File: config.mk
export PLATFORM = sky130hd
export DESIGN_NAME = md5_stream_hasher
export DESIGN_NICKNAME = d
export VERILOG_FILES = /design/src/hdl/md5sh_pkg.sv /design/src/hdl/md5_stream_hasher.sv /design/src/hdl/md5sh_core.sv
export SDC_FILE = /design/constraint.sdc
export NUM_CORES = 2
export LEC_CHECK = 0
export ABC_AREA = 1
export BUFFER_PORTS_ARGS = -buffer_cell sky130_fd_sc_hd__buf_2
export CAP_MARGIN = 0
export CORE_MARGIN = 2
export CORE_UTILIZATION = 30
export CTS_CLUSTER_DIAMETER = 200
export DETAILED_ROUTE_END_ITERATION = 8
export GPL_TIMING_DRIVEN = 0
export SYNTH_ARGS = -nofsm -noshare
export SYNTH_HDL_FRONTEND = slang
export SYNTH_SLANG_ARGS = --single-unit
export TNS_END_PERCENT = 50
File: constraint.sdc
create_clock -name clk -period 25.2 [get_ports clk]
set_clock_uncertainty 0.1 [all_clocks]
set_input_delay 2.52 -clock clk [delete_from_list [all_inputs] [get_ports clk]]
set_output_delay 2.52 -clock clk [all_outputs]
set_load 0.01 [all_outputs]
File: src/hdl/md5sh_pkg.sv
`default_nettype none
// ----------------------------------------------------------------------------
// md5sh_pkg
// Shared types, constants and round tables for the MD5 stream hasher.
// ----------------------------------------------------------------------------
package md5sh_pkg;

  // chaining initial vector
  localparam logic [31:0] IV_A = 32'h67452301;
  localparam logic [31:0] IV_B = 32'hefcdab89;
  localparam logic [31:0] IV_C = 32'h98badcfe;
  localparam logic [31:0] IV_D = 32'h10325476;

  localparam logic [7:0] PAD_BYTE   = 8'h80;
  localparam logic [7:0] MAGIC_BYTE = 8'h0e;
  localparam logic [3:0] MAX_DIGIT  = 4'd9;
  localparam logic [2:0] MAX_BYTES  = 3'd4;

  localparam int unsigned CFG_WIDTH = 64;
  localparam int unsigned CFG_IDX_W = 2;

  // configuration register indexes
  localparam logic [CFG_IDX_W-1:0] REG_VALUE_LOW  = 2'd0;
  localparam logic [CFG_IDX_W-1:0] REG_VALUE_HIGH = 2'd1;
  localparam logic [CFG_IDX_W-1:0] REG_MASK_LOW   = 2'd2;
  localparam logic [CFG_IDX_W-1:0] REG_MASK_HIGH  = 2'd3;

  localparam logic [3:0] LEN_WORD_LOW  = 4'd14;
  localparam logic [3:0] LEN_WORD_HIGH = 4'd15;

  // item kinds
  localparam logic KIND_ABSORB = 1'b0;
  localparam logic KIND_FINISH = 1'b1;

  // sequencer states of the top level
  typedef enum logic [2:0] {
    S_IDLE,
    S_ABSORB,
    S_WAIT_ABS,
    S_PAD,
    S_WAIT_PAD,
    S_LEN,
    S_WAIT_LEN,
    S_EMIT
  } md5sh_state_t;

  // states of the round engine
  typedef enum logic [1:0] {
    CORE_IDLE,
    CORE_ROUND,
    CORE_FOLD
  } md5sh_core_state_t;

  // control from sequencer to round engine
  typedef struct packed {
    logic start;
    logic clear;
  } md5sh_ctl_t;

  // status from round engine to sequencer
  typedef struct packed {
    logic busy;
    logic done;
  } md5sh_sts_t;

  // message word index used by round r
  function automatic logic [3:0] msg_index(input logic [5:0] r);
    logic [3:0] g;
    unique case (r[5:4])
      2'd0: g = r[3:0];
      2'd1: g = 4'(r[3:0] * 4'd5 + 4'd1);
      2'd2: g = 4'(r[3:0] * 4'd3 + 4'd5);
      default: g = 4'(r[3:0] * 4'd7);
    endcase
    return g;
  endfunction

  // left-rotate amount of round r
  function automatic logic [4:0] rot_amount(input logic [5:0] r);
    logic [4:0] s;
    unique case ({r[5:4], r[1:0]})
      4'h0: s = 5'd7;
      4'h1: s = 5'd12;
      4'h2: s = 5'd17;
      4'h3: s = 5'd22;
      4'h4: s = 5'd5;
      4'h5: s = 5'd9;
      4'h6: s = 5'd14;
      4'h7: s = 5'd20;
      4'h8: s = 5'd4;
      4'h9: s = 5'd11;
      4'ha: s = 5'd16;
      4'hb: s = 5'd23;
      4'hc: s = 5'd6;
      4'hd: s = 5'd10;
      4'he: s = 5'd15;
      default: s = 5'd21;
    endcase
    return s;
  endfunction

  // additive constant of round r
  function automatic logic [31:0] round_const(input logic [5:0] r);
    logic [31:0] k;
    unique case (r)
      6'd0:  k = 32'hd76aa478;  6'd1:  k = 32'he8c7b756;
      6'd2:  k = 32'h242070db;  6'd3:  k = 32'hc1bdceee;
      6'd4:  k = 32'hf57c0faf;  6'd5:  k = 32'h4787c62a;
      6'd6:  k = 32'ha8304613;  6'd7:  k = 32'hfd469501;
      6'd8:  k = 32'h698098d8;  6'd9:  k = 32'h8b44f7af;
      6'd10: k = 32'hffff5bb1;  6'd11: k = 32'h895cd7be;
      6'd12: k = 32'h6b901122;  6'd13: k = 32'hfd987193;
      6'd14: k = 32'ha679438e;  6'd15: k = 32'h49b40821;
      6'd16: k = 32'hf61e2562;  6'd17: k = 32'hc040b340;
      6'd18: k = 32'h265e5a51;  6'd19: k = 32'he9b6c7aa;
      6'd20: k = 32'hd62f105d;  6'd21: k = 32'h02441453;
      6'd22: k = 32'hd8a1e681;  6'd23: k = 32'he7d3fbc8;
      6'd24: k = 32'h21e1cde6;  6'd25: k = 32'hc33707d6;
      6'd26: k = 32'hf4d50d87;  6'd27: k = 32'h455a14ed;
      6'd28: k = 32'ha9e3e905;  6'd29: k = 32'hfcefa3f8;
      6'd30: k = 32'h676f02d9;  6'd31: k = 32'h8d2a4c8a;
      6'd32: k = 32'hfffa3942;  6'd33: k = 32'h8771f681;
      6'd34: k = 32'h6d9d6122;  6'd35: k = 32'hfde5380c;
      6'd36: k = 32'ha4beea44;  6'd37: k = 32'h4bdecfa9;
      6'd38: k = 32'hf6bb4b60;  6'd39: k = 32'hbebfbc70;
      6'd40: k = 32'h289b7ec6;  6'd41: k = 32'heaa127fa;
      6'd42: k = 32'hd4ef3085;  6'd43: k = 32'h04881d05;
      6'd44: k = 32'hd9d4d039;  6'd45: k = 32'he6db99e5;
      6'd46: k = 32'h1fa27cf8;  6'd47: k = 32'hc4ac5665;
      6'd48: k = 32'hf4292244;  6'd49: k = 32'h432aff97;
      6'd50: k = 32'hab9423a7;  6'd51: k = 32'hfc93a039;
      6'd52: k = 32'h655b59c3;  6'd53: k = 32'h8f0ccc92;
      6'd54: k = 32'hffeff47d;  6'd55: k = 32'h85845dd1;
      6'd56: k = 32'h6fa87e4f;  6'd57: k = 32'hfe2ce6e0;
      6'd58: k = 32'ha3014314;  6'd59: k = 32'h4e0811a1;
      6'd60: k = 32'hf7537e82;  6'd61: k = 32'hbd3af235;
      6'd62: k = 32'h2ad7d2bb;  default: k = 32'heb86d391;
    endcase
    return k;
  endfunction

endpackage
`default_nettype wire

File: src/hdl/md5_stream_hasher.sv
`default_nettype none
// ----------------------------------------------------------------------------
// md5_stream_hasher
// MD5 hasher: byte absorb, block buffer, padding sequencer and digest output.
// ----------------------------------------------------------------------------
// Bytes are taken one per cycle, except while a completed block is being
// compressed, so an absorb item holds in_stall high until its bytes (1 to 4)
// are all taken, and a new item is accepted only once the last is done. Each
// completed 64-byte block runs through the round engine, one round per
// cycle: 64 rounds plus a fold step, during which in_stall stays high. A
// finish item takes a pad step, a length step, one or two compressions
// (two when fewer than 9 bytes are free in the last block) and an emit
// step, all under in_stall; the emit waits while the previous digest still
// sits unread in the output register. After a finish the engine restarts
// from the initial vector.
// ----------------------------------------------------------------------------
module md5_stream_hasher (
  input  wire logic                                 clk,
  input  wire logic                                 rst,
  // configuration write port
  input  wire logic                                 cfg_write,
  input  wire logic [md5sh_pkg::CFG_IDX_W-1:0]      cfg_index,
  input  wire logic [md5sh_pkg::CFG_WIDTH-1:0]      cfg_data,
  // input channel
  input  wire logic                                 in_valid,
  output logic                                      in_stall,
  input  wire logic                                 kind,
  input  wire logic [31:0]                          data_word,
  input  wire logic [2:0]                           byte_count,
  // output channel
  output logic                                      out_valid,
  input  wire logic                                 out_stall,
  output logic      [63:0]                          digest_low,
  output logic      [63:0]                          digest_high,
  output logic                                      target_hit,
  output logic                                      magic_zero_e
);

  md5sh_pkg::md5sh_state_t state, state_next;
  md5sh_pkg::md5sh_ctl_t   core_ctl;
  md5sh_pkg::md5sh_sts_t   core_sts;

  logic [63:0] value_low, value_high, mask_low, mask_high;
  logic [31:0] msg_buf [16];
  logic [31:0] msg_buf_next [16];
  logic [63:0] byte_len;
  logic [31:0] data_reg;
  logic [2:0]  bytes_left;

  logic        in_xfer;
  logic        out_free;
  logic [5:0]  pos;
  logic [63:0] bit_len;
  logic [3:0]  msg_idx;
  logic [127:0] chain;

  logic        wr_byte;
  logic [7:0]  byte_val;
  logic        wr_len;
  logic        buf_clear;
  logic        byte_step;
  logic        eng_clear;
  logic        out_load;

  logic        hit_calc;
  logic        magic_calc;

  assign in_stall = (state != md5sh_pkg::S_IDLE);
  assign in_xfer  = in_valid && !in_stall;
  assign out_free = !out_valid || !out_stall;
  assign pos      = byte_len[5:0];
  assign bit_len  = {byte_len[60:0], 3'b000};

  // configuration registers
  always_ff @(posedge clk) begin
    if (rst) begin
      value_low  <= '0;
      value_high <= '0;
      mask_low   <= '0;
      mask_high  <= '0;
    end else if (cfg_write) begin
      unique case (cfg_index)
        md5sh_pkg::REG_VALUE_LOW:  value_low  <= cfg_data;
        md5sh_pkg::REG_VALUE_HIGH: value_high <= cfg_data;
        md5sh_pkg::REG_MASK_LOW:   mask_low   <= cfg_data;
        md5sh_pkg::REG_MASK_HIGH:  mask_high  <= cfg_data;
        default: ;
      endcase
    end
  end

  // sequencer next state
  always_comb begin
    state_next = state;
    unique case (state)
      md5sh_pkg::S_IDLE: begin
        if (in_xfer) begin
          if (kind == md5sh_pkg::KIND_FINISH) state_next = md5sh_pkg::S_PAD;
          else if (byte_count != 3'd0)        state_next = md5sh_pkg::S_ABSORB;
        end
      end
      md5sh_pkg::S_ABSORB: begin
        if (pos == 6'd63)            state_next = md5sh_pkg::S_WAIT_ABS;
        else if (bytes_left == 3'd1) state_next = md5sh_pkg::S_IDLE;
      end
      md5sh_pkg::S_WAIT_ABS: begin
        if (core_sts.done) begin
          state_next = (bytes_left == 3'd0) ? md5sh_pkg::S_IDLE : md5sh_pkg::S_ABSORB;
        end
      end
      md5sh_pkg::S_PAD: begin
        state_next = (pos[5:3] == 3'd7) ? md5sh_pkg::S_WAIT_PAD : md5sh_pkg::S_LEN;
      end
      md5sh_pkg::S_WAIT_PAD: if (core_sts.done) state_next = md5sh_pkg::S_LEN;
      md5sh_pkg::S_LEN:      state_next = md5sh_pkg::S_WAIT_LEN;
      md5sh_pkg::S_WAIT_LEN: if (core_sts.done) state_next = md5sh_pkg::S_EMIT;
      md5sh_pkg::S_EMIT:     if (out_free) state_next = md5sh_pkg::S_IDLE;
      default:               state_next = md5sh_pkg::S_IDLE;
    endcase
  end

  // sequencer outputs
  always_comb begin
    wr_byte        = 1'b0;
    byte_val       = data_reg[7:0];
    wr_len         = 1'b0;
    buf_clear      = 1'b0;
    byte_step      = 1'b0;
    eng_clear      = 1'b0;
    out_load       = 1'b0;
    core_ctl.start = 1'b0;
    unique case (state)
      md5sh_pkg::S_IDLE: ;
      md5sh_pkg::S_ABSORB: begin
        wr_byte        = 1'b1;
        byte_step      = 1'b1;
        core_ctl.start = (pos == 6'd63);
      end
      md5sh_pkg::S_WAIT_ABS: buf_clear = core_sts.done;
      md5sh_pkg::S_PAD: begin
        wr_byte        = 1'b1;
        byte_val       = md5sh_pkg::PAD_BYTE;
        core_ctl.start = (pos[5:3] == 3'd7);
      end
      md5sh_pkg::S_WAIT_PAD: buf_clear = core_sts.done;
      md5sh_pkg::S_LEN: begin
        wr_len         = 1'b1;
        core_ctl.start = 1'b1;
      end
      md5sh_pkg::S_WAIT_LEN: ;
      md5sh_pkg::S_EMIT: begin
        out_load  = out_free;
        buf_clear = out_free;
        eng_clear = out_free;
      end
      default: ;
    endcase
    core_ctl.clear = eng_clear;
  end

  always_ff @(posedge clk) begin
    if (rst) begin
      state <= md5sh_pkg::S_IDLE;
    end else begin
      state <= state_next;
    end
  end

  // item capture and byte walk
  always_ff @(posedge clk) begin
    if (in_xfer) begin
      data_reg   <= data_word;
      bytes_left <= (byte_count > md5sh_pkg::MAX_BYTES) ? md5sh_pkg::MAX_BYTES : byte_count;
    end else if (byte_step) begin
      data_reg   <= {8'h00, data_reg[31:8]};
      bytes_left <= bytes_left - 3'd1;
    end
  end

  // message length in bytes
  always_ff @(posedge clk) begin
    if (rst || eng_clear) begin
      byte_len <= '0;
    end else if (byte_step) begin
      byte_len <= byte_len + 64'd1;
    end
  end

  // block buffer update
  always_comb begin
    for (int w = 0; w < 16; w++) begin
      msg_buf_next[w] = msg_buf[w];
      if (buf_clear) begin
        msg_buf_next[w] = '0;
      end else begin
        if (wr_byte && 4'(w) == pos[5:2]) begin
          for (int k = 0; k < 4; k++) begin
            if (2'(k) == pos[1:0]) msg_buf_next[w][8*k +: 8] = byte_val;
          end
        end
        if (wr_len && 4'(w) == md5sh_pkg::LEN_WORD_LOW)  msg_buf_next[w] = bit_len[31:0];
        if (wr_len && 4'(w) == md5sh_pkg::LEN_WORD_HIGH) msg_buf_next[w] = bit_len[63:32];
      end
    end
  end

  always_ff @(posedge clk) begin
    for (int w = 0; w < 16; w++) begin
      if (rst) msg_buf[w] <= '0;
      else     msg_buf[w] <= msg_buf_next[w];
    end
  end

  md5sh_core u_core (
    .clk      (clk),
    .rst      (rst),
    .ctl      (core_ctl),
    .msg_word (msg_buf[msg_idx]),
    .msg_idx  (msg_idx),
    .chain    (chain),
    .sts      (core_sts)
  );

  // digest flags
  always_comb begin
    hit_calc = (((chain[63:0] ^ value_low) & mask_low) == 64'd0) &&
               (((chain[127:64] ^ value_high) & mask_high) == 64'd0);
    magic_calc = (chain[7:0] == md5sh_pkg::MAGIC_BYTE);
    for (int i = 2; i < 32; i++) begin
      if (chain[4*i +: 4] > md5sh_pkg::MAX_DIGIT) magic_calc = 1'b0;
    end
  end

  // output register
  always_ff @(posedge clk) begin
    if (rst) begin
      out_valid <= 1'b0;
    end else if (out_load) begin
      out_valid <= 1'b1;
    end else if (!out_stall) begin
      out_valid <= 1'b0;
    end
  end

  always_ff @(posedge clk) begin
    if (out_load) begin
      digest_low   <= chain[63:0];
      digest_high  <= chain[127:64];
      target_hit   <= hit_calc;
      magic_zero_e <= magic_calc;
    end
  end

endmodule
`default_nettype wire

File: src/hdl/md5sh_core.sv
`default_nettype none
// ----------------------------------------------------------------------------
// md5sh_core
// Round engine: one MD5 round per cycle for 64 rounds, then a fold step
// that adds the working words into the chaining state.
// ----------------------------------------------------------------------------
module md5sh_core (
  input  wire logic                 clk,
  input  wire logic                 rst,
  input  wire md5sh_pkg::md5sh_ctl_t ctl,
  input  wire logic [31:0]          msg_word,
  output logic      [3:0]           msg_idx,
  output logic      [127:0]         chain,
  output md5sh_pkg::md5sh_sts_t     sts
);

  md5sh_pkg::md5sh_core_state_t state, state_next;

  logic [5:0]  round;
  logic [31:0] wa, wb, wc, wd;
  logic [31:0] chain_a, chain_b, chain_c, chain_d;

  logic [31:0] fmix;
  logic [31:0] sum;
  logic [63:0] rot_dbl;
  logic [31:0] rot;

  // round function
  always_comb begin
    unique case (round[5:4])
      2'd0: fmix = (wb & wc) | (~wb & wd);
      2'd1: fmix = (wd & wb) | (~wd & wc);
      2'd2: fmix = wb ^ wc ^ wd;
      default: fmix = wc ^ (wb | ~wd);
    endcase
  end

  assign msg_idx = md5sh_pkg::msg_index(round);
  assign sum     = wa + fmix + md5sh_pkg::round_const(round) + msg_word;
  assign rot_dbl = {sum, sum} << md5sh_pkg::rot_amount(round);
  assign rot     = rot_dbl[63:32];

  // next state
  always_comb begin
    state_next = state;
    unique case (state)
      md5sh_pkg::CORE_IDLE:  if (ctl.start) state_next = md5sh_pkg::CORE_ROUND;
      md5sh_pkg::CORE_ROUND: if (round == 6'd63) state_next = md5sh_pkg::CORE_FOLD;
      md5sh_pkg::CORE_FOLD:  state_next = md5sh_pkg::CORE_IDLE;
      default:               state_next = md5sh_pkg::CORE_IDLE;
    endcase
  end

  // status
  always_comb begin
    sts.busy = (state != md5sh_pkg::CORE_IDLE);
    sts.done = (state == md5sh_pkg::CORE_FOLD);
  end

  always_ff @(posedge clk) begin
    if (rst) begin
      state <= md5sh_pkg::CORE_IDLE;
    end else begin
      state <= state_next;
    end
  end

  // working words and round counter
  always_ff @(posedge clk) begin
    if (rst) begin
      round <= '0;
    end else if (state == md5sh_pkg::CORE_IDLE && ctl.start) begin
      wa    <= chain_a;
      wb    <= chain_b;
      wc    <= chain_c;
      wd    <= chain_d;
      round <= '0;
    end else if (state == md5sh_pkg::CORE_ROUND) begin
      wa    <= wd;
      wd    <= wc;
      wc    <= wb;
      wb    <= wb + rot;
      round <= round + 6'd1;
    end
  end

  // chaining state
  always_ff @(posedge clk) begin
    if (rst || ctl.clear) begin
      chain_a <= md5sh_pkg::IV_A;
      chain_b <= md5sh_pkg::IV_B;
      chain_c <= md5sh_pkg::IV_C;
      chain_d <= md5sh_pkg::IV_D;
    end else if (state == md5sh_pkg::CORE_FOLD) begin
      chain_a <= chain_a + wa;
      chain_b <= chain_b + wb;
      chain_c <= chain_c + wc;
      chain_d <= chain_d + wd;
    end
  end

  assign chain = {chain_d, chain_c, chain_b, chain_a};

endmodule
`default_nettype wire

-- Word-level counts from Yosys, hierarchy flattened
Memories as Yosys holds them, arrays and structs flattened. A register that Yosys moved wholly into a read port is not among the register bits.
Index checks and enable logic that the tools add are counted.
- memory bits (writable): 512
- memories: 3
- word-level logic and storage cells: 650
- ROM bits: 2128
- register bits: 753
- output and inout port bits: 132
- $mul: 3
- reduce and logical (&&, ||, !) cells: 112
- muxes and demuxes: 208
- order comparisons: 31
- bitwise gates (word level): 81
- equality and inequality tests: 175
- shift-type cells: 1
- add/sub/neg operators: 13
- memory list (memory ; depth ; width ; read ports ; clocked after memory_dff ; wr ports ; RTL line ; text):
    (name not given) ; 64 ; 32 ; 1 ; 1 ; 0 ; md5sh_pkg.sv:105 ; unique case (r)
    msg_buf ; 16 ; 32 ; 1 ; 0 ; 16 ; md5_stream_hasher.sv:44 ; logic [31:0] msg_buf [16];
    (name not given) ; 16 ; 5 ; 1 ; 1 ; 0 ; md5sh_pkg.sv:81 ; unique case ({r[5:4], r[1:0]})
- operators by type and width (kind ; count):
    $mux 32 ; 44
    $mux 8 ; 129
    $add 32x32->32 ; 8
    $ne 3x3->1 const B ; 66
    $reduce_and 3->1 ; 64
    $and 32x32->32 ; 4
    $and 64x64->64 ; 2
    $logic_not 64->1 ; 2
    $xor 64x64->64 ; 2
    $ne 2x2->1 const B ; 61
    $gt 4x4->1 const B ; 30
    $or 32x32->32 ; 3
    $pmux 32 s3 ; 1
    $xor 32x32->32 ; 3
    $add 64x1->64 const B ; 1
    $not 32->32 ; 2
    $or 1x1->1 ; 64
    $shl 64x5->64 ; 1
    $mux 3 ; 12
    $eq 4x4->1 const A ; 8
    $ne 4x4->1 const B ; 8
    $reduce_or 30->1 ; 1
    $pmux 3 s8 ; 1
    $logic_and 1x1->1 ; 19
    39 further kinds ; 88

-- Logic depth before layout (Yosys ltp)
- word-level depth: 11
- depth in mapped cells: 53
- mapped depth without buffers: 52

-- By module
A second synthesis with hierarchy kept.
- cell total of the unflattened synthesis: 9683
- area total of the unflattened synthesis: 75806.5 um^2
- by module, submodules not included (module ; area an instance (um^2) ; cells each ; times used):
    md5_stream_hasher ; 45790.2 ; 5106 ; 1
    md5sh_core ; 30016.3 ; 4577 ; 1

-- Worst setup path after synthesis
No wires, ideal clock.
- path type: input -> register
- from: input port out_stall
- to: memory msg_buf[1][0], data pin
- cell stages on the path: 9
- setup slack: 13.784 ns
- data arrival time: 11.186 ns
- data required time: 24.971 ns
- path buffers: 2
- path through: a21oi_1 -> nor2_1 -> inv_1 -> buf_2 -> buf_2 -> nor2_1 -> nor2_1 -> nand2_1 -> inv_1
- RTL lines (what ; RTL line ; text):
    start, declared ; md5_stream_hasher.sv:32 ; input wire logic out_stall,
    end, declared ; md5_stream_hasher.sv:44 ;

-- Worst setup path after layout
- from: register u_core.round[5]
- to: register u_core.wb[22], data pin
- longest elaborated chain between the ends: 9
- ends and longest elaborated chain (what ; RTL line ; text):
    start, declared ; md5sh_core.sv:19 ; logic [5:0] round;
    start signal, assigned ; md5sh_core.sv:83 ; round <= round + 6'd1;
    $eq 2x2->1 (tied with other cells) ; md5sh_pkg.sv:69, md5sh_core.sv:30 ;
    $pmux 32 s3 ; md5sh_core.sv:30 ; unique case (round[5:4])
    $add 32x32->32 (2 in series) ; md5sh_core.sv:39 ; assign sum = wa + fmix + md5sh_pkg::round_const(round) + msg_word;
    $add 32x32->32 * ; md5sh_core.sv:39 ;
    $shl 64x5->64 * ; md5sh_core.sv:40 ; assign rot_dbl = {sum, sum} << md5sh_pkg::rot_amount(round);
    $add 32x32->32 * ; md5sh_core.sv:82 ; wb <= wb + rot;
    $mux 32 * ; md5sh_core.sv:78 ; end else if (state == md5sh_pkg::CORE_ROUND) begin
    $mux 32 * ; md5sh_core.sv:72 ; end else if (state == md5sh_pkg::CORE_IDLE && ctl.start) begin
    end signal, assigned ; md5sh_core.sv:74 ; wb <= chain_b;
    end signal, assigned ; md5sh_core.sv:82 ;
    end, declared ; md5sh_core.sv:20 ; logic [31:0] wa, wb, wc, wd;
Every way passes the cells marked *; elsewhere a longest branch is shown, timed or not. The select of a mux whose other input is x is not followed.
A chain may end at the register's enable or synchronous reset.

==> flow_summary.toml <==
[power_and_ir_drop]
irDropWorstVdd_mv = 0.08012
powerDensity_nw_per_um2 = 80.60
p_total_mw = 6.784
leakagePower_nw = 36.29

[clock_tree]
cts_tree = "yes"
cts_resized = 0
cts_setup_buffers = 0
cts.sinks = 1299
clk_path_buf_depth = 3
cts_buffers = 143
htreeDepth = 4
root_buffer = "clkbuf_16"
clk_latency_ns = 0.86
clk_pin_slew_ns = 0.06
hold_buffers = 0

[finish]
nets = 10150
finalNonFillerCells = 13080
largest_reg_flops = 512
area_growth_pct = 14.19
drive_above_1_share = 0.06675
top_register = "msg_buf"

[synthesis]
yosys.area.top_type = "edfxtp_1"
synth_top_area_share = 0.3279
yosysSeqAreaShare = 0.4621
synth_simple_gate_area_frac = 0.2213
netlist_instances = 9361
synth_xor_area_frac = 0.02032
synth_ff_type = "edfxtp_1"
ys_types = 75
synth.top_cells.by_count = "nand2_1 (1686), nor2_1 (1471), inv_1 (1127)"
synthMuxAreaShare = 0.0004243
syn_area_um2 = 73710
yosysMostFrequentCell = "nand2_1"
synth_warnings = 0
synth_nets = 9756
synth_top_family_by_area = "simple AND/OR/NAND/NOR gates"
syn-mean-instance-area_um2 = 7.875
synth_area_leaders = "edfxtp_1 (33%), dfxtp_1 (13%), nand2_1 (8.6%), nor2_1 (7.5%), o21ai_0 (6.1%)"
synthAdderAreaFrac = 0.05591
ys_seq_elements = 1299
async_flop_share = 0
synth_edf_count = 805
synth-compound-area-share = 0.1587

[critical_path]
cp.required_ns = 25.64
crit_buf_inv = 9
cpMaxStageDelayCell = "clkbuf_1"
r2r_end = "u_core.wb[22]"
slowest_delay_ns = 0.70
setup.worst_path.end = "u_core.wb[22]"
r2r_start = "u_core.round[5]"
ff2ff_setup_slack_ns = 13.56
path_depth = 47
cpLargestDelayFamily = "compound AO/OA/AOI/OAI gates"
cp-start-kind = "flip-flop"
end_kind = "flip-flop"
critical_path.max_fanout = 10
critPathArrivalTime_ns = 12.08
worstSetupPathType = "flip-flop to flip-flop"
cp-startpoint = "u_core.round[5]"
crit_top_cell = "nand2_1"
worstRegToRegCells = 47

[floorplan]
num_io_pins = 239
core-area_um2 = 243700
die_x_um = 499.7
die_area_um2 = 249700
start_util = 0.3025
fp.dieH_um = 499.7
rows = 181

[global_route]
grt_util_all_layers = 0.2584
first_global_vias = 64350
grt_max_degree = 36
grt_pass1_wl_mm = 467.4
grt_overflow_total = 0
antenna_found_initial = 25

[detailed_routing]
ant_nets = 0
drtPass1Iterations = 8
drc = 0
route.vias.total = 70700
drt_iter0_markers = 10280
vias_per_cell = 5.403
routed_wirelength_mm = 334.4
routedWlPerCell_um = 25.55

[timing]
holdWs_ns = 0.3458
post-route-period-util = 0.4618
finalSetupTns_ns = 0
finalWorstSetupSlack_ns = 13.56
worst_pin_slew_ns = 1.483
final-max-slew-violation-count = 0
hold_viol = 0
slew_headroom = 0.01109
rsz0062_at_grt = "no"
post-route-min-period_ns = 11.64
clock.fmax_mhz = 85.93
setup_viol = 0

[worst_hold_path]
hold-path-cell-count = 2
min_from = "mask_high[12]"
worstHoldPathType = "flip-flop to flip-flop"

[place]
io_buffers = 237
gp_congestion = 1.051
post-place-ws_ns = 14.14
hpwl_mm = 256.2
placed_cells = 12810

[run]
cap_violations = 0

[outcome]
status = "completed"
[final cells by class]
type | count | area [um2]
fillers | 25690 | 159500
flip-flops and latches | 1299 | 34060
multi-input cells | 6484 | 33690
inverters | 1155 | 4338
well taps | 3202 | 4006
clock buffers | 191 | 3941
plain buffers | 423 | 1655
repair buffers | 249 | 1429
clock inverters | 71 | 1026
diodes | 10 | 25.02
[cell usage in the layout (no fill, tap or decap), types with 219 or more instances in the layout]
master / count
a21oi_1: 660
ha_1: 219
dfxtp_1: 494
nand3_1: 464
inv_1: 1127
buf_2: 269
edfxtp_1: 805
nand2_1: 1685
nor2_1: 1471
o21ai_0: 891
clkbuf_1: 368
[layer usage]
| metal | GRT usage | wire, um | vias up |
|---|---|---|---|
| li1 | - | - | 32210 |
| met1 | 0.3442 | 132700 | 33280 |
| met4 | 0.1431 | 21900 | 10 |
| met2 | 0.3911 | 142100 | 4367 |
| met3 | 0.05219 | 37590 | 832 |
| met5 | 0 | 68 | - |
[worst reg2reg max path, delay by kind of cell, from the launching register on]
family | cells | cell delay, ns
buf+inv | 9 | 1.88
simple gates | 17 | 3.49
compound gates | 16 | 3.64
flops | 1 | 0.42
fa+ha+maj | 5 | 1.83
[metrics by stage]
step,instance area [um2],utilization
after global placement,78910,0.3238
after detailed placement,79160,0.3249
after floorplan,73710,-
after global routing,84160,0.3454
final,84170,0.3454
after CTS,84130,0.3452
[logic make-up (layout without fill, tap and decap cells)]
kind of cell	Yosys count	after routing
multiplexers	3	3
adder cells (fa/ha/maj)	288	288
AO/OA/AOI/OAI	2064	2064
flip-flops	1299	1299
AND/OR/NAND/NOR	3958	3958
other	0	10
XOR/XNOR	171	171
buffers and inverters	1578	2089
[worst min-delay path by stage]
stage | endpoint | slack, ns
2_1_floorplan | mask_high[12] | 0.32
3_5_place_dp | mask_high[12] | 0.33
5_1_grt | mask_high[34] | 0.36
6_report | mask_high[12] | 0.35
3_3_place_gp | mask_high[57] | 0.33
4_1_cts | mask_high[12] | 0.34
[power breakdown]
group          switching (mW)  internal (mW)  total, mW
clock network           0.967           1.30       2.27
registers              0.0660           2.42       2.48
logic                    1.50          0.536       2.03
Note: power is estimated with default switching activity, not from simulation.
